## config.mk

```make
export PLATFORM = sky130hd
export DESIGN_NAME = adaptive_poll_interval_backoff_unit
export DESIGN_NICKNAME = d
export VERILOG_FILES = /design/src/rtl/core/apib_pkg.sv /design/src/rtl/core/apib_cfg.sv /design/src/rtl/core/apib_sched.sv /design/src/rtl/core/adaptive_poll_interval_backoff_unit.sv
export SDC_FILE = /design/constraint.sdc
export NUM_CORES = 1
export LEC_CHECK = 0
export BUFFER_PORTS_ARGS = -buffer_cell sky130_fd_sc_hd__buf_2
export CORE_ASPECT_RATIO = 1.1
export CORE_UTILIZATION = 30
export DETAILED_ROUTE_END_ITERATION = 10
export PLACE_DENSITY_LB_ADDON = 0.1
export SLEW_MARGIN = 25
export SYNTH_ARGS = -nofsm -noshare
export SYNTH_HDL_FRONTEND = slang
export SYNTH_SLANG_ARGS = --single-unit
```

## constraint.sdc

```tcl
create_clock -name clk -period 10.8 [get_ports clk]
set_clock_uncertainty 0.1 [all_clocks]
set_input_delay 0.54 -clock clk [delete_from_list [all_inputs] [get_ports clk]]
set_output_delay 0.54 -clock clk [all_outputs]
set_load 0.03 [all_outputs]
```

## src/rtl/core/apib_pkg.sv

```systemverilog
// Shared types and constants for the adaptive poll interval backoff unit.
package apib_pkg;

	localparam int THR_W      = 16;
	localparam int FACTOR_W   = 12;
	localparam int CFG_DATA_W = 16;
	localparam int CFG_IDX_W  = 1;
	localparam int CUR_W      = 16;
	localparam int INTV_W     = 13;
	localparam int STABLE_W   = 3;
	localparam int FRAC_W     = 8;
	localparam int PROD_W     = INTV_W + FACTOR_W;

	localparam logic [INTV_W-1:0]    FAST_MS         = 13'd200;
	localparam logic [INTV_W-1:0]    SLOW_MS         = 13'd5000;
	localparam logic [INTV_W-1:0]    ELAPSED_MAX     = 13'd8191;
	localparam logic [STABLE_W-1:0]  STABLE_SAMPLES  = 3'd5;
	localparam logic [THR_W-1:0]     THR_RESET       = 16'd50;
	localparam logic [FACTOR_W-1:0]  FACTOR_RESET    = 12'd512;

	localparam logic [CFG_IDX_W-1:0] CFG_THRESHOLD = 1'd0;
	localparam logic [CFG_IDX_W-1:0] CFG_FACTOR    = 1'd1;

	typedef enum logic [1:0] {
		ACT_TICK    = 2'd0,
		ACT_CURRENT = 2'd1,
		ACT_STATUS  = 2'd2,
		ACT_FORCE   = 2'd3
	} action_t;

	typedef struct packed {
		logic [THR_W-1:0]    threshold;
		logic [FACTOR_W-1:0] factor;
	} cfg_t;

	typedef struct packed {
		action_t           action;
		logic [CUR_W-1:0]  current_ma;
		logic              fast_charge_on;
		logic              path_one_online;
		logic              path_two_online;
	} item_t;

	typedef struct packed {
		logic              scan_due;
		logic [INTV_W-1:0] interval_ms;
	} result_t;

endpackage

```

## src/rtl/core/apib_cfg.sv

```systemverilog
// Configuration register file: change threshold and backoff factor.
module apib_cfg
	import apib_pkg::*;
(
	input  logic                  clk,
	input  logic                  arst_n,
	input  logic                  cfg_we,
	input  logic [CFG_IDX_W-1:0]  cfg_index,
	input  logic [CFG_DATA_W-1:0] cfg_data,
	output cfg_t                  cfg
);

	logic [THR_W-1:0]    threshold_q;
	logic [FACTOR_W-1:0] factor_q;

	always_ff @(posedge clk or negedge arst_n) begin
		if (!arst_n) begin
			threshold_q <= THR_RESET;
			factor_q    <= FACTOR_RESET;
		end else if (cfg_we) begin
			case (cfg_index)
				CFG_THRESHOLD: threshold_q <= cfg_data[THR_W-1:0];
				CFG_FACTOR:    factor_q    <= cfg_data[FACTOR_W-1:0];
				default: ;
			endcase
		end
	end

	assign cfg.threshold = threshold_q;
	assign cfg.factor    = factor_q;

endmodule

```

## src/rtl/core/apib_sched.sv

```systemverilog
// Scheduler state and next-state logic: tick count, change detection, backoff.
module apib_sched
	import apib_pkg::*;
(
	input  logic    clk,
	input  logic    arst_n,
	input  logic    fire,
	input  item_t   item,
	input  cfg_t    cfg,
	output result_t result
);

	logic [INTV_W-1:0]   interval_q;
	logic [INTV_W-1:0]   elapsed_q;
	logic [STABLE_W-1:0] stable_q;
	logic [CUR_W-1:0]    prev_cur_q;
	logic                prev_fc_q;
	logic                prev_p1_q;
	logic                prev_p2_q;

	logic [INTV_W-1:0]   interval_d;
	logic [INTV_W-1:0]   elapsed_d;
	logic [STABLE_W-1:0] stable_d;
	logic [CUR_W-1:0]    prev_cur_d;
	logic                prev_fc_d;
	logic                prev_p1_d;
	logic                prev_p2_d;
	logic                due;

	logic [INTV_W-1:0]   elapsed_inc;
	logic [CUR_W-1:0]    cur;
	logic [CUR_W-1:0]    diff;
	logic [STABLE_W-1:0] stable_inc;
	logic [PROD_W-1:0]   prod;
	logic [PROD_W-FRAC_W-1:0] scaled;
	logic [INTV_W-1:0]   backoff;
	logic                status_changed;

	always_comb begin
		elapsed_inc = (elapsed_q < ELAPSED_MAX) ? elapsed_q + 1'b1 : elapsed_q;
		cur         = item.current_ma[CUR_W-1] ? '0 : item.current_ma;
		diff        = (cur > prev_cur_q) ? cur - prev_cur_q : prev_cur_q - cur;
		stable_inc  = stable_q + 1'b1;
		prod        = PROD_W'(interval_q) * PROD_W'(cfg.factor);
		scaled      = prod[PROD_W-1:FRAC_W];
		if (scaled < (PROD_W-FRAC_W)'(FAST_MS)) begin
			backoff = FAST_MS;
		end else if (scaled > (PROD_W-FRAC_W)'(SLOW_MS)) begin
			backoff = SLOW_MS;
		end else begin
			backoff = scaled[INTV_W-1:0];
		end
		status_changed = (item.fast_charge_on != prev_fc_q) ||
			(item.path_one_online != prev_p1_q) || (item.path_two_online != prev_p2_q);

		interval_d = interval_q;
		elapsed_d  = elapsed_q;
		stable_d   = stable_q;
		prev_cur_d = prev_cur_q;
		prev_fc_d  = prev_fc_q;
		prev_p1_d  = prev_p1_q;
		prev_p2_d  = prev_p2_q;
		due        = 1'b0;

		case (item.action)
			ACT_TICK: begin
				if (elapsed_inc >= interval_q) begin
					due       = 1'b1;
					elapsed_d = '0;
				end else begin
					elapsed_d = elapsed_inc;
				end
			end
			ACT_CURRENT: begin
				prev_cur_d = cur;
				if (diff > cfg.threshold) begin
					interval_d = FAST_MS;
					stable_d   = '0;
				end else if (stable_inc >= STABLE_SAMPLES) begin
					interval_d = backoff;
					stable_d   = '0;
				end else begin
					stable_d = stable_inc;
				end
			end
			ACT_STATUS: begin
				prev_fc_d = item.fast_charge_on;
				prev_p1_d = item.path_one_online;
				prev_p2_d = item.path_two_online;
				if (status_changed) begin
					interval_d = FAST_MS;
					stable_d   = '0;
				end
			end
			default: begin
				interval_d = FAST_MS;
				stable_d   = '0;
			end
		endcase
	end

	always_ff @(posedge clk or negedge arst_n) begin
		if (!arst_n) begin
			interval_q <= FAST_MS;
			elapsed_q  <= '0;
			stable_q   <= '0;
			prev_cur_q <= '0;
			prev_fc_q  <= 1'b0;
			prev_p1_q  <= 1'b0;
			prev_p2_q  <= 1'b0;
		end else if (fire) begin
			interval_q <= interval_d;
			elapsed_q  <= elapsed_d;
			stable_q   <= stable_d;
			prev_cur_q <= prev_cur_d;
			prev_fc_q  <= prev_fc_d;
			prev_p1_q  <= prev_p1_d;
			prev_p2_q  <= prev_p2_d;
		end
	end

	assign result.scan_due    = due;
	assign result.interval_ms = interval_d;

endmodule

```

## src/rtl/core/adaptive_poll_interval_backoff_unit.sv

```systemverilog
// Top level of the adaptive poll interval backoff unit: input and result registers.
//
//  channel  | handshake              | payload
//  ---------+------------------------+-------------------------------------------
//  in       | in_valid / in_ready    | action, current_ma, fast_charge_on,
//           |                        | path_one_online, path_two_online
//  out      | out_valid / out_ready  | scan_due, interval_ms
//  cfg      | cfg_we (no wait)       | cfg_index, cfg_data
//
// One item per cycle while the output does not stall; out_valid rises once the item has passed
// the input register and been captured in the result register, and the output transfer follows.
// Latency is set by the input register and the result register around the scheduler.
// Reset clears all state to the fast 200 ms interval and empties both registers.
// A stalled output holds the result register; the input register then fills and
// in_ready drops until out_ready returns.
module adaptive_poll_interval_backoff_unit
	import apib_pkg::*;
(
	input  logic                  clk,
	input  logic                  arst_n,
	input  logic                  in_valid,
	output logic                  in_ready,
	input  logic [1:0]            action,
	input  logic signed [CUR_W-1:0] current_ma,
	input  logic                  fast_charge_on,
	input  logic                  path_one_online,
	input  logic                  path_two_online,
	output logic                  out_valid,
	input  logic                  out_ready,
	output logic                  scan_due,
	output logic [INTV_W-1:0]     interval_ms,
	input  logic                  cfg_we,
	input  logic [CFG_IDX_W-1:0]  cfg_index,
	input  logic [CFG_DATA_W-1:0] cfg_data
);

	cfg_t    cfg;
	item_t   item_s1;
	logic    valid_s1;
	result_t result;
	result_t result_s2;
	logic    valid_s2;
	logic    take_s2;
	logic    fire;

	assign take_s2  = !valid_s2 || out_ready;
	assign fire     = valid_s1 && take_s2;
	assign in_ready = !valid_s1 || take_s2;

	apib_cfg u_cfg (
		.clk       (clk),
		.arst_n    (arst_n),
		.cfg_we    (cfg_we),
		.cfg_index (cfg_index),
		.cfg_data  (cfg_data),
		.cfg       (cfg)
	);

	apib_sched u_sched (
		.clk    (clk),
		.arst_n (arst_n),
		.fire   (fire),
		.item   (item_s1),
		.cfg    (cfg),
		.result (result)
	);

	always_ff @(posedge clk or negedge arst_n) begin
		if (!arst_n) begin
			valid_s1 <= 1'b0;
			valid_s2 <= 1'b0;
		end else begin
			if (in_ready) begin
				valid_s1 <= in_valid;
			end
			if (take_s2) begin
				valid_s2 <= valid_s1;
			end
		end
	end

	always_ff @(posedge clk) begin
		if (in_valid && in_ready) begin
			item_s1.action          <= action_t'(action);
			item_s1.current_ma      <= current_ma;
			item_s1.fast_charge_on  <= fast_charge_on;
			item_s1.path_one_online <= path_one_online;
			item_s1.path_two_online <= path_two_online;
		end
		if (fire) begin
			result_s2 <= result;
		end
	end

	assign out_valid   = valid_s2;
	assign scan_due    = result_s2.scan_due;
	assign interval_ms = result_s2.interval_ms;

endmodule

```

==> run metrics <==
cts-stage hold buffer count=0; Detailed Route WL=between 30 and 40 mm; Synth top area share=0.179; Seq/Total Area, Yosys=0.241; Seq pwr share=0.200; Clk pin slew, worst setup/hold paths=0.08 ns; worst hold path type=input pin to asynchronous set/reset pin; largest net degree at the start of global routing=between 40 and 50; Die ar.=approximately 42000 um^2; Die Span Y=about 220 um; Yosys reg bits=112; HPWL after DPL=between 20 and 30 mm; Num CTS Buffers=9; Max H-tree Level=3; CP Max Fanout=17; Final Cycle Share=0.691; GP Congestion=0.861; min Tclk post-route=7.46 ns; dpl cell area=between 10000 and 15000 um^2; CTS tree=yes; crit start category=register; Total GRT Usage=0.172; Final Max Tran Viols=0; Syn Area/Cell=approximately 8.8 um^2; initial antenna violation count=0; Post-synth EDFFs=35; Setup TNS Final=0 ns; RSZ-0062 raised after global routing=no; final hold vios=0; via count=9714; ys async rst share=0.688; PwrDens=between 200 and 250 nW/um^2; maximum VDD drop=between 100 and 150 uV; initial DRC count=475; Crit. End Element=register; final instance area=between 10000 and 15000 um^2; Post-Syn Area=roughly 12000 um^2; Rows=between 70 and 80; cell internal pwr=approximately 1.4 mW; setup violators final=0; CP arrival=around 7.6 ns; clk_lat worst skew=0.38 ns; Root Driver=clkbuf_16; gr ovfl total=0; Routed wire per std cell=18.1 um; Final Core Density=0.332; synth unique cells=71; Synth-to-Final Area Change=8.36%; proportion of layout cells with a drive suffix above 1=0.0900; YS warnings=0; Clock Tree Buf Depth=2; drt pass-1 iters=5; Sw Pwr=approximately 1.5 mW; most frequent cell after synthesis=inv_1; sw frac=0.515; Power Total=2.84 mW; initial core utilization=0.307; Max Cap Viol=0; top post-synthesis cells by area=fa_1 18%, dfrtp_1 14%, ha_1 12%, edfxtp_1 8.5%, inv_1 6.9%; Synth area leader=fa_1; postcts setup bufs=0; leakage=6.42 nW; top achievable clock speed=about 130 MHz; # DRC=0; Commonest cells post-synth=229 x inv_1, 208 x nand2_1, 121 x ha_1; WP data required=about 11 ns; DRT antenna net count=0; Comb power frac=0.685; Port-buffer cells=58; vias in the first global route=around 10000; Clk pwr share=0.116; Top FF cell, synth=dfrtp_1; Gate Count Post-Synth=about 1400; core footprint=40500 um^2; ant diodes=0; vias per cell=4.99; crit path kind=register to register; status=complete, no violations; I/O pins=a little under 60; Die W=between 150 and 200 um; worst slew pin tran=0.846 ns; nets=1703; Syn Nets=1684; global-route wire length before repair=55.9 mm; Slew Limit Headroom=0.433; filler cell count=between 4000 and 5000; CTS Sinks=112; CTS resizes=0
## worst max-delay path: stages (launching register included)
cell	delay [ns]
dfrtp_1	0.83
nand2_1	0.17
fa_1	0.53
fa_1	0.52
inv_1	0.05
fa_1	0.46
fa_1	0.61
inv_1	0.08
fa_1	0.53
inv_1	0.04
ha_1	0.44
a21oi_1	0.34
o21ai_0	0.22
a31oi_4	0.26
o31ai_4	0.10
mux2i_1	0.16
a221oi_1	0.08
nor4_1	0.65
o21ai_2	0.38
nor4b_1	0.60
o21a_1	0.18
## cells by family (layout without fill, tap and decap cells)
group	after synthesis	count (layout)	synth area share
AND/OR/NAND/NOR	421	421	0.166
AO/OA/AOI/OAI	294	294	0.155
buffers and inverters	287	311	0.0883
adder cells (fa/ha/maj)	232	232	0.301
flip-flops	112	112	0.241
XOR/XNOR	38	38	0.0268
multiplexers	25	25	0.0221
## final timing paths
check | slack [ns] | startpoint | cells past startpoint | end
max | 3.34 | u_sched.interval_q[8] | 20 | interval_ms[4]
min | 0.02 | arst_n | 1 | u_sched.prev_cur_q[12]
max reg2reg | 3.34 | u_sched.interval_q[8] | 20 | interval_ms[4]
min reg2reg | 0.38 | valid_s1 | 1 | out_valid
max in group asynchronous | 9.58 | arst_n | 2 | u_sched.interval_q[5]
min in group clk | 0.23 | path_one_online | 1 | item_s1[1]
## power by group through the flow
stage          Clock, mW  Sequential [mW]  Combinational, mW
3_3_place_gp           0            0.576               1.95
2_1_floorplan          0            0.533               1.47
5_1_grt            0.358            0.575               2.17
6_report           0.329            0.566               1.94
3_5_place_dp           0            0.576               1.94
4_1_cts            0.345            0.567               1.95
## layer usage
layer	vias up	global-route usage	part of all wire
met3	32	0.0187	0.030
met5	-	0	0
met2	192	0.299	0.50
met1	4806	0.223	0.45
li1	4684	-	-
met4	0	0.0552	0.019
## area by class of cell
cell class	count	area, um^2	share of cell area
clock inverters	5	41.3	0.00307
multi-input cells	1010	8330	0.620
repair buffers	65	349	0.0260
flip-flops and latches	112	2990	0.222
inverters	230	863	0.0642
well taps	513	642	0.0477
clock buffers	11	233	0.0173
## sequential cells by signal, summed over array words and instances (netlist names)
| name | count |
|---|---|
| interval_ms | 13 |
| item_s1 | 21 |
| out_valid | 1 |
| scan_due | 1 |
| u_cfg.factor_q | 12 |
| u_cfg.threshold_q | 16 |
| u_sched.elapsed_q | 13 |
| u_sched.interval_q | 13 |
| u_sched.prev_cur_q | 15 |
| u_sched.prev_fc_q | 1 |
| u_sched.prev_p1_q | 1 |
| u_sched.prev_p2_q | 1 |
| u_sched.stable_q | 3 |
| valid_s1 | 1 |
## cell usage in the layout, fill, tap and decap left out, types with 7 or more instances in the layout
cell type	n
nand4_1	18
a21o_1	34
nand2b_1	26
nor2_1	29
a211oi_1	8
a21oi_1	64
edfxtp_1	35
o21ai_1	7
o21ai_0	80
dfrtp_1	70
inv_1	229
nand2_1	207
ha_1	121
clkbuf_16	9
nor3_1	13
o211ai_1	8
buf_4	7
nand3_1	17
dfstp_2	7
o31ai_1	8
a31oi_1	9
and2_1	66
xor2_1	11
o21bai_1	12
xnor2_1	27
o41ai_1	7
o21a_1	8
buf_2	57
mux2_2	19
fa_1	111
## through the flow
stage	hold slack, ns	std cells	worst slack [ns]
3_3_place_gp	0.370	1929	3.28
4_1_cts	0.0345	1946	3.25
2_1_floorplan	0.144	1409	4.53
5_1_grt	0.0582	1946	2.84
3_5_place_dp	0.383	1930	3.31
6_report	0.0246	1946	3.34
Power figures use the tool's default switching activity.
